**src/nmea_gga_field_extractor_macros.svh**
```systemverilog
// Assertion macros shared by the extractor RTL.
`ifndef NMEA_GGA_FIELD_EXTRACTOR_MACROS_SVH
`define NMEA_GGA_FIELD_EXTRACTOR_MACROS_SVH

// Same-cycle implication, disabled during reset.
`define NGGA_ASSERT_IMP(label, clk, rst, ante, cons) \
  label: assert property (@(posedge clk) disable iff (rst) (ante) |-> (cons)) \
    else $error("ngga assertion failed: same-cycle implication");

// Next-cycle implication, disabled during reset.
`define NGGA_ASSERT_NXT(label, clk, rst, ante, cons) \
  label: assert property (@(posedge clk) disable iff (rst) (ante) |=> (cons)) \
    else $error("ngga assertion failed: next-cycle implication");

`endif

```
**src/ngga_pkg.sv**
```systemverilog
// Shared types and constants of the GGA field extractor.
`default_nettype none

package ngga_pkg;

  // Field store geometry: ten kept fields, two 64-bit words each
  localparam int STORED     = 10;
  localparam int TEXT_WORDS = 2 * STORED;
  localparam int TEXT_AW    = $clog2(TEXT_WORDS);
  localparam int SLOT_W     = $clog2(STORED);
  localparam int LEN_W      = 5;
  localparam int KIND_W     = 4;
  localparam int WORD_W     = 64;

  // Characters with special meaning
  localparam logic [7:0] CH_NUL   = 8'h00;
  localparam logic [7:0] CH_LF    = 8'h0A;
  localparam logic [7:0] CH_CR    = 8'h0D;
  localparam logic [7:0] CH_COMMA = 8'h2C;
  localparam logic [7:0] CH_G     = 8'h47;
  localparam logic [7:0] CH_A     = 8'h41;

  // Result kinds
  localparam logic [KIND_W-1:0] KIND_NOT_GGA = 4'd0;
  localparam logic [KIND_W-1:0] KIND_NAME    = 4'd1;
  localparam logic [KIND_W-1:0] KIND_TIME    = 4'd2;
  localparam logic [KIND_W-1:0] KIND_LAT     = 4'd3;
  localparam logic [KIND_W-1:0] KIND_NS      = 4'd4;
  localparam logic [KIND_W-1:0] KIND_LON     = 4'd5;
  localparam logic [KIND_W-1:0] KIND_EW      = 4'd6;
  localparam logic [KIND_W-1:0] KIND_QUALITY = 4'd7;
  localparam logic [KIND_W-1:0] KIND_SATS    = 4'd8;
  localparam logic [KIND_W-1:0] KIND_ALT     = 4'd9;
  localparam logic [KIND_W-1:0] KIND_UNIT    = 4'd10;

  // Saturation limit of the closed field counter
  localparam logic [3:0] FIELD_COUNT_MAX = 4'd15;

  // Controller states
  typedef enum logic [2:0] {
    ST_IDLE,
    ST_WRITE,
    ST_RD0,
    ST_RD1,
    ST_EMIT
  } state_t;

  // Operation pending in the write-back cycle
  typedef enum logic {
    OP_CHAR,
    OP_CHECK
  } op_t;

  // Raw stored field handed to the output stage
  typedef struct packed {
    logic [KIND_W-1:0] kind;
    logic [WORD_W-1:0] word0;
    logic [WORD_W-1:0] word1;
    logic [LEN_W-1:0]  len;
    logic              last;
  } raw_t;

endpackage

`default_nettype wire

```
**src/ngga_if.sv**
```systemverilog
// Byte input and result output channel interfaces.
`default_nettype none

interface ngga_byte_if;
  logic       valid;
  logic       ready;
  logic [7:0] rx_byte;

  modport source (output valid, output rx_byte, input ready);
  modport sink (input valid, input rx_byte, output ready);
endinterface

interface ngga_result_if;
  logic                              valid;
  logic                              ready;
  logic [ngga_pkg::KIND_W-1:0]       kind;
  logic [ngga_pkg::WORD_W-1:0]       text_low;
  logic [ngga_pkg::WORD_W-1:0]       text_high;
  logic [ngga_pkg::LEN_W-1:0]        text_length;
  logic                              truncated;
  logic                              last;

  modport source (output valid, output kind, output text_low, output text_high,
                  output text_length, output truncated, output last, input ready);
  modport sink (input valid, input kind, input text_low, input text_high,
                input text_length, input truncated, input last, output ready);
endinterface

`default_nettype wire

```
**src/ngga_ram.sv**
```systemverilog
// Generic single-write, single-read RAM with registered read data.
`default_nettype none

module ngga_ram #(
  parameter int WIDTH = 64,
  parameter int DEPTH = 20,
  localparam int AW = (DEPTH > 1) ? $clog2(DEPTH) : 1
) (
  input  wire logic             clk,
  input  wire logic             we,
  input  wire logic [AW-1:0]    waddr,
  input  wire logic [WIDTH-1:0] wdata,
  input  wire logic             re,
  input  wire logic [AW-1:0]    raddr,
  output logic      [WIDTH-1:0] rdata
);

  logic [WIDTH-1:0] mem [DEPTH];

  // Write port and registered read port; rdata holds while re is low
  always_ff @(posedge clk) begin
    if (we) begin
      mem[waddr] <= wdata;
    end
    if (re) begin
      rdata <= mem[raddr];
    end
  end

endmodule

`default_nettype wire

```
**src/ngga_out_stage.sv**
```systemverilog
// Result formatter and output register: trims stored fields to their carried length.
`default_nettype none

module ngga_out_stage #(
  parameter int FIELD_CHARS = 16
) (
  input  wire logic           clk,
  input  wire logic           rst,
  input  wire logic           load,
  input  wire ngga_pkg::raw_t raw,
  output logic                free,
  ngga_result_if.source       result
);

  logic                              single;
  logic [ngga_pkg::LEN_W-1:0]        carried;
  logic                              trunc;
  logic [ngga_pkg::WORD_W-1:0]       low_masked;
  logic [ngga_pkg::WORD_W-1:0]       high_masked;

  logic                              valid;
  logic [ngga_pkg::KIND_W-1:0]       kind;
  logic [ngga_pkg::WORD_W-1:0]       text_low;
  logic [ngga_pkg::WORD_W-1:0]       text_high;
  logic [ngga_pkg::LEN_W-1:0]        text_length;
  logic                              truncated;
  logic                              last;

  // Carried length and truncation flag
  always_comb begin
    single = raw.kind inside {ngga_pkg::KIND_NS, ngga_pkg::KIND_EW,
                              ngga_pkg::KIND_QUALITY, ngga_pkg::KIND_SATS,
                              ngga_pkg::KIND_UNIT};
    if (single) begin
      carried = (raw.len > 5'd0) ? 5'd1 : 5'd0;
      trunc   = (raw.len > 5'd1);
    end else begin
      carried = (raw.len > 5'(FIELD_CHARS)) ? 5'(FIELD_CHARS) : raw.len;
      trunc   = (raw.len > 5'(FIELD_CHARS));
    end
  end

  // Zero the bytes past the carried length
  always_comb begin
    for (int i = 0; i < 8; i++) begin
      low_masked[8*i +: 8]  = (5'(i) < carried) ? raw.word0[8*i +: 8] : 8'h00;
      high_masked[8*i +: 8] = (5'(i + 8) < carried) ? raw.word1[8*i +: 8] : 8'h00;
    end
  end

  // Output register: valid is control, payload loads only
  always_ff @(posedge clk) begin
    if (rst) begin
      valid <= 1'b0;
    end else if (load) begin
      valid <= 1'b1;
    end else if (result.ready) begin
      valid <= 1'b0;
    end
  end

  always_ff @(posedge clk) begin
    if (load) begin
      kind        <= raw.kind;
      text_low    <= low_masked;
      text_high   <= high_masked;
      text_length <= carried;
      truncated   <= trunc;
      last        <= raw.last;
    end
  end

  assign free               = !valid || result.ready;
  assign result.valid       = valid;
  assign result.kind        = kind;
  assign result.text_low    = text_low;
  assign result.text_high   = text_high;
  assign result.text_length = text_length;
  assign result.truncated   = truncated;
  assign result.last        = last;

endmodule

`default_nettype wire

```
**src/nmea_gga_field_extractor.sv**
```systemverilog
// Top level: NMEA line splitter with memory-held GGA field store and result drain.
//
//   channel | dir | payload                                          | handshake
//   rx      | in  | rx_byte                                          | valid/ready
//   result  | out | kind text_low text_high text_length truncated last | valid/ready
//
// A stored character takes a text memory read, then a merge and write back; a
// comma closing the first field takes a read of the name word, then its check.
// Other bytes stay in the idle state. A newline on a GGA line drains up to ten
// fields, each through RD0, RD1 and EMIT, as the text memory has a single read
// port (two words per field); a not-GGA line goes straight to EMIT for its mark.
// rst is synchronous and clears control state only; the field memories need no
// clearing. A stalled result holds the drain; no byte is taken until it finishes.
`default_nettype none

`include "nmea_gga_field_extractor_macros.svh"

module nmea_gga_field_extractor #(
  parameter int LINE_BYTES  = 150,
  parameter int FIELD_CHARS = 16
) (
  input  wire logic     clk,
  input  wire logic     rst,
  ngga_byte_if.sink     rx,
  ngga_result_if.source result
);

  localparam int TAW = ngga_pkg::TEXT_AW;
  localparam int SW  = ngga_pkg::SLOT_W;
  localparam int LW  = ngga_pkg::LEN_W;
  localparam int WW  = ngga_pkg::WORD_W;

  // Line state
  logic [7:0]                  line_length, line_length_next;
  logic [3:0]                  closed_count, closed_count_next;
  logic [LW-1:0]               chars_in_field, chars_in_field_next;
  logic                        content_ended, content_ended_next;
  logic                        gga_match, gga_match_next;

  // Sequencer state
  ngga_pkg::state_t            state, state_next;
  ngga_pkg::op_t               op, op_next;
  logic [7:0]                  pend_byte, pend_byte_next;
  logic [2:0]                  pend_lane, pend_lane_next;
  logic [TAW-1:0]              pend_addr, pend_addr_next;
  logic                        pend_long, pend_long_next;
  logic [ngga_pkg::KIND_W-1:0] kind_cnt, kind_cnt_next;
  logic [WW-1:0]               word0, word0_next;
  logic [LW-1:0]               len_reg, len_reg_next;

  // Memory ports
  logic                        text_we, text_re;
  logic [TAW-1:0]              text_waddr, text_raddr;
  logic [WW-1:0]               text_wdata, text_rdata;
  logic                        len_we, len_re;
  logic [SW-1:0]               len_waddr, len_raddr;
  logic [LW-1:0]               len_wdata, len_rdata;

  // Misc
  logic                        rx_fire;
  logic                        slot_ok;
  logic [SW-1:0]               slot;
  logic [SW-1:0]               drain_slot;
  logic [3:0]                  next_field;
  logic                        emit_last;
  logic                        emit_load;
  logic                        out_free;
  ngga_pkg::raw_t              raw;

  // Storage slot of the open field; the HDOP field and fields past the eleventh are not kept
  always_comb begin
    slot_ok = 1'b0;
    slot    = '0;
    if (closed_count < 4'd8) begin
      slot_ok = 1'b1;
      slot    = SW'(closed_count);
    end else if (closed_count == 4'd9 || closed_count == 4'd10) begin
      slot_ok = 1'b1;
      slot    = SW'(closed_count - 4'd1);
    end
  end

  // Drain helpers: slot of the current kind and field index of the next kind
  assign drain_slot = SW'(kind_cnt - 4'd1);
  assign next_field = (kind_cnt < 4'd8) ? kind_cnt : kind_cnt + 4'd1;
  assign emit_last  = (kind_cnt == ngga_pkg::KIND_NOT_GGA) ||
                      (kind_cnt == ngga_pkg::KIND_UNIT) ||
                      (next_field >= closed_count);

  assign rx.ready = (state == ngga_pkg::ST_IDLE);
  assign rx_fire  = rx.valid && rx.ready;

  assign raw.kind  = kind_cnt;
  assign raw.word0 = word0;
  assign raw.word1 = text_rdata;
  assign raw.len   = len_reg;
  assign raw.last  = emit_last;

  // Next state, memory controls and line bookkeeping
  always_comb begin
    line_length_next    = line_length;
    closed_count_next   = closed_count;
    chars_in_field_next = chars_in_field;
    content_ended_next  = content_ended;
    gga_match_next      = gga_match;
    state_next          = state;
    op_next             = op;
    pend_byte_next      = pend_byte;
    pend_lane_next      = pend_lane;
    pend_addr_next      = pend_addr;
    pend_long_next      = pend_long;
    kind_cnt_next       = kind_cnt;
    word0_next          = word0;
    len_reg_next        = len_reg;
    text_we             = 1'b0;
    text_waddr          = pend_addr;
    text_wdata          = text_rdata;
    text_re             = 1'b0;
    text_raddr          = '0;
    len_we              = 1'b0;
    len_waddr           = slot;
    len_wdata           = chars_in_field;
    len_re              = 1'b0;
    len_raddr           = drain_slot;
    emit_load           = 1'b0;

    case (state)
      ngga_pkg::ST_IDLE: begin
        if (rx_fire) begin
          if (rx.rx_byte == ngga_pkg::CH_CR) begin
            // carriage return: ignored
          end else if (rx.rx_byte == ngga_pkg::CH_LF) begin
            if (gga_match) begin
              kind_cnt_next = ngga_pkg::KIND_NAME;
              state_next    = ngga_pkg::ST_RD0;
            end else begin
              kind_cnt_next = ngga_pkg::KIND_NOT_GGA;
              len_reg_next  = '0;
              state_next    = ngga_pkg::ST_EMIT;
            end
          end else if (line_length < 8'(LINE_BYTES)) begin
            line_length_next = line_length + 8'd1;
            if (content_ended) begin
              // content already ended by a zero byte
            end else if (rx.rx_byte == ngga_pkg::CH_NUL) begin
              content_ended_next = 1'b1;
            end else if (rx.rx_byte == ngga_pkg::CH_COMMA) begin
              // close the field: store its length, check the name on the first one
              len_we = slot_ok;
              if (closed_count == 4'd0) begin
                text_re        = 1'b1;
                text_raddr     = '0;
                op_next        = ngga_pkg::OP_CHECK;
                pend_long_next = (chars_in_field >= 5'd6);
                state_next     = ngga_pkg::ST_WRITE;
              end
              if (closed_count != ngga_pkg::FIELD_COUNT_MAX) begin
                closed_count_next = closed_count + 4'd1;
              end
              chars_in_field_next = '0;
            end else if (chars_in_field < 5'(FIELD_CHARS)) begin
              // keep the character: fetch its word for a byte merge
              if (slot_ok) begin
                text_re        = 1'b1;
                text_raddr     = TAW'({slot, chars_in_field[3]});
                pend_addr_next = TAW'({slot, chars_in_field[3]});
                pend_lane_next = chars_in_field[2:0];
                pend_byte_next = rx.rx_byte;
                op_next        = ngga_pkg::OP_CHAR;
                state_next     = ngga_pkg::ST_WRITE;
              end
              chars_in_field_next = chars_in_field + 5'd1;
            end else begin
              chars_in_field_next = 5'(FIELD_CHARS) + 5'd1;
            end
          end
        end
      end

      ngga_pkg::ST_WRITE: begin
        state_next = ngga_pkg::ST_IDLE;
        case (op)
          ngga_pkg::OP_CHAR: begin
            text_we = 1'b1;
            for (int i = 0; i < 8; i++) begin
              text_wdata[8*i +: 8] = (3'(i) == pend_lane) ? pend_byte
                                                           : text_rdata[8*i +: 8];
            end
          end
          ngga_pkg::OP_CHECK: begin
            gga_match_next = pend_long &&
                             (text_rdata[31:24] == ngga_pkg::CH_G) &&
                             (text_rdata[39:32] == ngga_pkg::CH_G) &&
                             (text_rdata[47:40] == ngga_pkg::CH_A);
          end
          default: begin
          end
        endcase
      end

      ngga_pkg::ST_RD0: begin
        text_re    = 1'b1;
        text_raddr = TAW'({drain_slot, 1'b0});
        len_re     = 1'b1;
        state_next = ngga_pkg::ST_RD1;
      end

      ngga_pkg::ST_RD1: begin
        text_re      = 1'b1;
        text_raddr   = TAW'({drain_slot, 1'b1});
        word0_next   = text_rdata;
        len_reg_next = len_rdata;
        state_next   = ngga_pkg::ST_EMIT;
      end

      ngga_pkg::ST_EMIT: begin
        if (out_free) begin
          emit_load = 1'b1;
          if (emit_last) begin
            line_length_next    = '0;
            closed_count_next   = '0;
            chars_in_field_next = '0;
            content_ended_next  = 1'b0;
            gga_match_next      = 1'b0;
            state_next          = ngga_pkg::ST_IDLE;
          end else begin
            kind_cnt_next = kind_cnt + 4'd1;
            state_next    = ngga_pkg::ST_RD0;
          end
        end
      end

      default: begin
        state_next = ngga_pkg::ST_IDLE;
      end
    endcase
  end

  // Control registers
  always_ff @(posedge clk) begin
    if (rst) begin
      state          <= ngga_pkg::ST_IDLE;
      line_length    <= '0;
      closed_count   <= '0;
      chars_in_field <= '0;
      content_ended  <= 1'b0;
      gga_match      <= 1'b0;
    end else begin
      state          <= state_next;
      line_length    <= line_length_next;
      closed_count   <= closed_count_next;
      chars_in_field <= chars_in_field_next;
      content_ended  <= content_ended_next;
      gga_match      <= gga_match_next;
    end
  end

  // Pending write-back and drain payload
  always_ff @(posedge clk) begin
    op        <= op_next;
    pend_byte <= pend_byte_next;
    pend_lane <= pend_lane_next;
    pend_addr <= pend_addr_next;
    pend_long <= pend_long_next;
    kind_cnt  <= kind_cnt_next;
    word0     <= word0_next;
    len_reg   <= len_reg_next;
  end

  // Field text: two words per kept field
  ngga_ram #(
    .WIDTH (WW),
    .DEPTH (ngga_pkg::TEXT_WORDS)
  ) u_text_ram (
    .clk   (clk),
    .we    (text_we),
    .waddr (text_waddr),
    .wdata (text_wdata),
    .re    (text_re),
    .raddr (text_raddr),
    .rdata (text_rdata)
  );

  // Field lengths: one entry per kept field
  ngga_ram #(
    .WIDTH (LW),
    .DEPTH (ngga_pkg::STORED)
  ) u_len_ram (
    .clk   (clk),
    .we    (len_we),
    .waddr (len_waddr),
    .wdata (len_wdata),
    .re    (len_re),
    .raddr (len_raddr),
    .rdata (len_rdata)
  );

  ngga_out_stage #(
    .FIELD_CHARS (FIELD_CHARS)
  ) u_out_stage (
    .clk    (clk),
    .rst    (rst),
    .load   (emit_load),
    .raw    (raw),
    .free   (out_free),
    .result (result)
  );

  // Checks
  `NGGA_ASSERT_NXT(a_line_cleared, clk, rst, emit_load && emit_last, closed_count == 4'd0 && !gga_match && line_length == 8'd0)
  `NGGA_ASSERT_IMP(a_write_after_idle, clk, rst, state == ngga_pkg::ST_WRITE, $past(state) == ngga_pkg::ST_IDLE)
  `NGGA_ASSERT_IMP(a_chars_bound, clk, rst, 1'b1, chars_in_field <= 5'(FIELD_CHARS) + 5'd1)
  `NGGA_ASSERT_IMP(a_fields_need_match, clk, rst, emit_load && kind_cnt != ngga_pkg::KIND_NOT_GGA, gga_match)

endmodule

`default_nettype wire

```
**src/flat_wrapper.sv**
```systemverilog
// flat-port wrapper written by rule: the top's interface ports become plain ports
module nmea_gga_field_extractor_flat 
#(
  parameter int LINE_BYTES  = 150,
  parameter int FIELD_CHARS = 16
)
  (clk, rst, rx_valid, rx_rx_byte, rx_ready, result_valid, result_kind, result_text_low, result_text_high, result_text_length, result_truncated, result_last, result_ready);
  ngga_byte_if rx_i ();
  ngga_result_if result_i ();
  input  wire logic clk;
  input  wire logic rst;
  input wire logic [$bits(rx_i.valid)-1:0] rx_valid;
  input wire logic [$bits(rx_i.rx_byte)-1:0] rx_rx_byte;
  output wire logic [$bits(rx_i.ready)-1:0] rx_ready;
  output wire logic [$bits(result_i.valid)-1:0] result_valid;
  output wire logic [$bits(result_i.kind)-1:0] result_kind;
  output wire logic [$bits(result_i.text_low)-1:0] result_text_low;
  output wire logic [$bits(result_i.text_high)-1:0] result_text_high;
  output wire logic [$bits(result_i.text_length)-1:0] result_text_length;
  output wire logic [$bits(result_i.truncated)-1:0] result_truncated;
  output wire logic [$bits(result_i.last)-1:0] result_last;
  input wire logic [$bits(result_i.ready)-1:0] result_ready;
  assign rx_i.valid = rx_valid;
  assign rx_i.rx_byte = rx_rx_byte;
  assign rx_ready = rx_i.ready;
  assign result_valid = result_i.valid;
  assign result_kind = result_i.kind;
  assign result_text_low = result_i.text_low;
  assign result_text_high = result_i.text_high;
  assign result_text_length = result_i.text_length;
  assign result_truncated = result_i.truncated;
  assign result_last = result_i.last;
  assign result_i.ready = result_ready;
  nmea_gga_field_extractor #(.LINE_BYTES(LINE_BYTES), .FIELD_CHARS(FIELD_CHARS)) u_core (.clk(clk), .rst(rst), .rx(rx_i), .result(result_i));
endmodule
```
**config.mk**
```make
export PLATFORM = sky130hd
export DESIGN_NAME = nmea_gga_field_extractor_flat
export DESIGN_NICKNAME = d
export VERILOG_FILES = /design/src/ngga_pkg.sv /design/src/ngga_if.sv /design/src/ngga_ram.sv /design/src/ngga_out_stage.sv /design/src/nmea_gga_field_extractor.sv /design/src/flat_wrapper.sv
export VERILOG_INCLUDE_DIRS = /design/src /design/src/src
export SDC_FILE = /design/constraint.sdc
export NUM_CORES = 2
export LEC_CHECK = 0
export BUFFER_PORTS_ARGS = -buffer_cell sky130_fd_sc_hd__buf_2
export CAP_MARGIN = 20
export CORE_UTILIZATION = 56
export CTS_CLUSTER_DIAMETER = 150
export DETAILED_ROUTE_END_ITERATION = 12
export GPL_ROUTABILITY_DRIVEN = 0
export PLACE_DENSITY = 0.75
export SYNTH_ARGS = -nofsm -noshare
export SYNTH_HDL_FRONTEND = slang
export SYNTH_SLANG_ARGS = --single-unit
```
**constraint.sdc**
```tcl
create_clock -name clk -period 8.45 [get_ports clk]
set_input_delay 0.845 -clock clk [delete_from_list [all_inputs] [get_ports clk]]
set_output_delay 0.845 -clock clk [all_outputs]
set_load 0.05 [all_outputs]
```
## Word level (Yosys, flattened, before mapping)

Memories as Yosys holds them, arrays and structs flattened. A register that Yosys moved wholly into a read port is not among the register bits.
Cells that the tools add are included.

| operators by class | value |
|---|---|
| $add $sub $neg | 6 |
| $mul | 0 |
| divide/modulo/power cells | 0 |
| $lt $le $gt $ge | 25 |
| eq/ne operators | 46 |
| shifts and indexed selects | 0 |
| muxes and demuxes | 129 |
| bitwise logic cells | 5 |
| reduce and logical (&&, ||, !) cells | 32 |

Operators by type and width:

| kind | count |
|---|---|
| $mux W64 | 2 |
| $mux W5 | 25 |
| $mux W8 | 14 |
| $mux W4 | 18 |
| $mux W1 | 47 |
| $lt A4 B5 Y1 const A | 8 |
| $mux W3 | 12 |
| $reduce_and A9 Y1 | 3 |
| $eq A8 B7 Y1 const B | 3 |
| $ne A2 B2 Y1 const B | 12 |
| $lt A3 B5 Y1 const A | 4 |
| $pmux W5 S2 | 2 |
| $reduce_and A10 Y1 | 2 |
| $eq A4 B4 Y1 const B | 4 |
| $eq A8 B4 Y1 const B | 2 |
| $ne A4 B4 Y1 const B | 4 |
| $pmux W4 S2 | 2 |
| $pmux W8 S2 | 1 |
| $pmux W5 S3 | 1 |
| $eq A3 B3 Y1 const A | 4 |
| $eq A4 B3 Y1 const B | 3 |
| $pmux W3 S4 | 1 |
| $reduce_bool A2 Y1 | 6 |
| $reduce_and A11 Y1 | 1 |
| other kinds (36) | 62 |

| storage, ports and cells | value |
|---|---|
| register bits after elaboration | 253 |
| bits in latches | 0 |
| memory bits (writable) | 1330 |
| bits in read-only memories | 0 |
| input port bits | 12 |
| word-level logic and storage cells | 280 |
| memories kept | 2 |

Memory list:

| memory | words | width | read ports | clocked after Yosys merged registers in | wr ports | line | source |
|---|---|---|---|---|---|---|---|
| u_core.u_text_ram.mem | 20 | 64 | 1 | 1 | 1 | ngga_ram.sv:18 | `logic [WIDTH-1:0] mem [DEPTH];` |
| u_core.u_len_ram.mem | 10 | 5 | 1 | 1 | 1 | ngga_ram.sv:18 |  |

## Logic depth before layout (Yosys ltp)

| logic depth | value |
|---|---|
| depth after elaboration | 14 |
| mapped depth | 18 |

## Modules after synthesis

From an unflattened synthesis, not the netlist that was laid out.

| unflattened totals | value |
|---|---|
| cells, all modules | 3580 |
| area total of the unflattened synthesis | 64317.9 um^2 |

By module, submodules not included:

| module | instances | cells each | area an instance (um^2) |
|---|---|---|---|
| ngga_ram at u_core.u_text_ram | 1 | 2682 | 51061.5 |
| ngga_out_stage | 1 | 350 | 5610.4 |
| nmea_gga_field_extractor | 1 | 424 | 5436.5 |
| ngga_ram at u_core.u_len_ram | 1 | 124 | 2209.6 |

## Worst setup path after synthesis

No wires, ideal clock.

| timing | value |
|---|---|
| kind | in2reg |
| start point | in result_ready |
| end point | reg u_core.content_ended |
| data arrival time | 7.596 ns |
| setup slack | 0.725 ns |
| stages on the path | 5 |
| cell sequence | nor2b_1 nor2_1 a21o_1 clkbuf_1 nor3_1 |

| on the way | value |
|---|---|
| cells in the longest elaborated chain, start to end | 3 |

RTL lines:

| what | line | source |
|---|---|---|
| from (decl) | flat_wrapper.sv:22 | `input wire logic [$bits(result_i.ready)-1:0] result_ready;` |
| $logic_or A1 B1 Y1 | ngga_out_stage.sv:73 | `assign free = !valid \|\| result.ready;` |
| $ne A2 B1 Y1 (no source line) | n/a |  |
| $reduce_and A7 Y1 (no source line) | n/a |  |
| to (signal assigned) | nmea_gga_field_extractor.sv:253 | `content_ended <= content_ended_next;` |
| to (decl) | nmea_gga_field_extractor.sv:37 | `logic content_ended, content_ended_next;` |

No other way between the ends.
A chain may end at the register's enable or synchronous reset.

## Worst setup path after layout

| timing | value |
|---|---|
| start point | reg u_core.closed_count[0] |
| end point | reg u_core.u_text_ram.rdata[34] (read register of u_core.u_text_ram.mem), data pin |

| on the way | value |
|---|---|
| cells in the longest elaborated chain, start to end | 14 |

RTL lines:

| what | line | source |
|---|---|---|
| from (decl) | nmea_gga_field_extractor.sv:35 | `logic [3:0] closed_count, closed_count_next;` |
| from (signal assigned) | nmea_gga_field_extractor.sv:251 | `closed_count <= closed_count_next;` |
| branches (longest 14 deep; another with $sub A4 B1 Y4) | n/a |  |
| to (decl) | ngga_ram.sv:15 | `output logic [WIDTH-1:0] rdata` |

Several ways; the timed one is not identified.

==> impl_metrics.csv <==
group,metric,value,unit
sta,setup_viol,0,
grt,grt_max_degree,153,
floorplan,ioPinCount,153,
power_and_ir_drop,irDropWorstVdd,0.174,mV
power_and_ir_drop,swShare,20.2,%
clock_network,cts_setup_buffers,0,
drt,drtIter0Drc,5393,
clock_network,cts_hold_buf,0,
synth,synth_top_area_share,76.1,%
finish,fin_util,63.3,%
drt,vias,37726,
floorplan,die_y,341,um
floorplan,die_area,0.116,sq mm
clock_network,htree_num_levels,4,
run_status,status,"completed",
sta,rsz0062_at_grt,"no",
sta,hold_ws,0.261,ns
worst_setup_path,crit_top_cell,"a22oi_1",
floorplan,rows,123,
grt,grtUsageTotal,27.8,%
run,cap_violations,0,
synth,yosys-top-cells-area,"edfxtp_1 76%, mux2i_1 4.9%, nand2_1 4.0%",
worst_setup_path,worstSetupStartpointType,"flop",
sta,post-route-period-util,60.6,%
clock_network,clk_pin_slew,0.06,ns
synth,synth_ff_type,"edfxtp_1",
floorplan,start_util,56.9,%
finish,drive_above_1_share,12.3,%
grt,antenna_found_initial,13,
synth,syn_area_per_cell,15.4,sq um
worst_setup_path,cp_top_family,"compound AO/OA/AOI/OAI gates",
sta,finalSetupTns,0,ns
power_and_ir_drop,power_frac_clock,41.8,%
clock_network,clockRootBuffer,"clkbuf_16",
drt,antenna_left,0,
synth,yosysSeqAreaShare,76.8,%
sta,clock.fmax,0.195,GHz
clock_network,clkLatencyLatePin,0.78,ns
synth,syn_nets,4194,
drt,wirelength,164,mm
worst_setup_path,crit_chain,"inv_1, ha_1, o21bai_1, or3_1, a2111oi_2, a21o_4, buf_12, buf_4, mux2i_1, a22oi_1, a22oi_1, nand3_1",
clock_network,cts_max_path_buffers,3,
synth,synth_edf_count,1629,
sta,fin_crit,5.12,ns
grt,overflow,0,
finish,syn_to_final_growth,11.4,%
power_and_ir_drop,internal_power,0.0129,W
drt,drc,0,
power_and_ir_drop,switching_power,0.00327,W
worst_setup_path,cp_slowest_cell,"buf_4",
drt,first_pass_iters,6,
sta,hold_viol_final,0,
sta,slew_viol_final,0,
synth,syn-cell-area,0.0643,sq mm
worst_setup_path,cpPeakStageDelay,0.79,ns
clock_network,cts_tree,"done",
finish,largest_register,"u_core.u_text_ram.mem",
synth,ys_top_cells_by_count,"1,629 x edfxtp_1, 685 x nand2_1, 331 x nand3_1",
synth,yosysWarnings,0,
power_and_ir_drop,pwr-share-seq,56.4,%
worst_setup_path,end_kind,"flop",
sta,slew_headroom,18.9,%
floorplan,die_w,341,um
worst_setup_path,crit_buf_inv,3,
worst_setup_path,critPathRequiredTime,8.94,ns
finish,nets,4354,
worst_setup_path,crit_arrival,5.61,ns
synth,yosysTopAreaCell,"edfxtp_1",
placement,place_ws,2.89,ns
grt,first_global_vias,35954,
placement,numPortBuffers,152,
floorplan,core_region_area,0.113,sq mm
synth,synth-seq-cells,1652,
power_and_ir_drop,p_leak,25.3,nW
sta,tightest_slew,1.21,ns
drt,wire_per_inst,27.5,um
synth,synthCells,4167,
synth,synth-async-reset-ratio,0,%
min_path,worst_hold_path_type,"primary input to flop",
power_and_ir_drop,power_density,226,mW/mm^2
clock_network,clock-sinks,1652,
finish,fill_cells,7773,
power_and_ir_drop,p_comb_share,1.8,%
synth,synth.most_common_cell,"edfxtp_1",
clock_network,cts_buffers,161,
worst_setup_path,crit_type,"flop to flop",
sta,fin_ws,3.33,ns
sta,fin_skew,0.0294,ns
placement,hpwl,85.0,mm
grt,grt_pass1_wl,235,mm
drt,routed_via_density,6.33,
finish,largest_register_ff_count,1280,
synth,yosysUniqueCellTypes,69,
worst_setup_path,cp_max_fo,140,
clock_network,cts_resized,0,
[logic make-up after synthesis]
| kind of cell | Yosys count | share of synthesized area [%] |
|---|---|---|
| AO/OA/AOI/OAI | 522 | 5.16 |
| flip-flops | 1652 | 76.8 |
| multiplexers | 392 | 6.42 |
| XOR/XNOR | 11 | 0.150 |
| buffers and inverters | 246 | 1.77 |
| adder cells (fa/ha/maj) | 15 | 0.292 |
| AND/OR/NAND/NOR | 1329 | 9.42 |
[per-stage QoR]
stage / area, sq um / std cells / power [W]
4_1_cts: 71600 / 5950 / 0.0162
3_5_place_dp: 66700 / 5660 / 0.00958
5_1_grt: 71600 / 5954 / 0.0165
3_3_place_gp: 66700 / 5659 / 0.00957
6_report: 71600 / 5956 / 0.0162
2_1_floorplan: 64300 / 4167 / 0.00942
[worst register-to-register path, stage by stage, from the launching register on]
cell	delay [ns]
dfxtp_1	0.43
inv_1	0.25
ha_1	0.19
o21bai_1	0.10
or3_1	0.35
a2111oi_2	0.65
a21o_4	0.56
buf_12	0.59
buf_4	0.93
mux2i_1	0.33
a22oi_1	0.13
a22oi_1	0.22
nand3_1	0.11
[final timing paths]
kind / cells past startpoint / to / from / slack, ns
worst max-delay path: 12 / u_core.u_text_ram.rdata[34]$_DFFE_PP_ / u_core.closed_count[0]$_SDFFE_PP0P_ / 3.33
worst min-delay path: 1 / u_core.pend_byte[7]$_DFFE_PP_ / rx_rx_byte[7] / 0.26
worst max register to register: 12 / u_core.u_text_ram.rdata[34]$_DFFE_PP_ / u_core.closed_count[0]$_SDFFE_PP0P_ / 3.33
worst min register to register: 1 / u_core.u_out_stage.result.text_low[8]$_SDFFCE_PP0P_ / u_core.word0[8]$_DFFE_PN_ / 0.51
[power by group through the flow]
stage               clock network [W]  logic (W)  registers (W)
floorplan                           0   0.000181        0.00924
CTS                           0.00679   0.000290        0.00912
finish                        0.00675   0.000297        0.00912
global route                  0.00711   0.000316        0.00912
detailed placement                  0   0.000289        0.00929
global placement                    0   0.000278        0.00929
[layout by cell type, fill, tap and decap left out, drive strengths merged, types with 6 or more instances in the layout]
| cell | count |
|---|---|
| edfxtp | 1629 |
| nand2 | 685 |
| nand3 | 331 |
| mux2i | 317 |
| buf | 224 |
| a21oi | 218 |
| clkbuf | 202 |
| a22oi | 110 |
| and2 | 96 |
| clkinv | 68 |
| nor2 | 67 |
| mux2 | 65 |
| a31oi | 62 |
| o22ai | 59 |
| nor2b | 49 |
| inv | 30 |
| and3 | 25 |
| dfxtp | 23 |
| a221oi | 17 |
| nor3 | 17 |
| ha | 15 |
| mux4 | 10 |
| nor4 | 10 |
| or3 | 9 |
| a211oi | 9 |
| nand4 | 9 |
| a21o | 9 |
| nand3b | 8 |
| a311oi | 8 |
| bufinv | 8 |
| o21ai | 7 |
| xor2 | 6 |
| nand2b | 6 |
| nor3b | 6 |
[layout make-up]
class	instances	area, sq um	share of cell area (%)
Inverter	18	67.6	0.0943
Timing Repair Buffer	225	1380	1.93
Clock inverter	89	673	0.940
Sequential cell	1652	49400	68.9
Antenna cell	2	5.00	0.00699
Clock buffer	201	4220	5.89
Multi-Input combinational cell	2269	14000	19.6
Tap cell	1500	1880	2.62
[per-layer routing]
| metal | wire length, um | share of wire (%) | track usage (%) |
|---|---|---|---|
| met5 | 30 | 0.018 | 0 |
| met4 | 6120 | 3.7 | 10.9 |
| met1 | 60700 | 37 | 37.9 |
| met2 | 77500 | 47 | 44.1 |
| met3 | 19200 | 12 | 5.79 |
No activity file was read; power rests on OpenSTA's default activity.
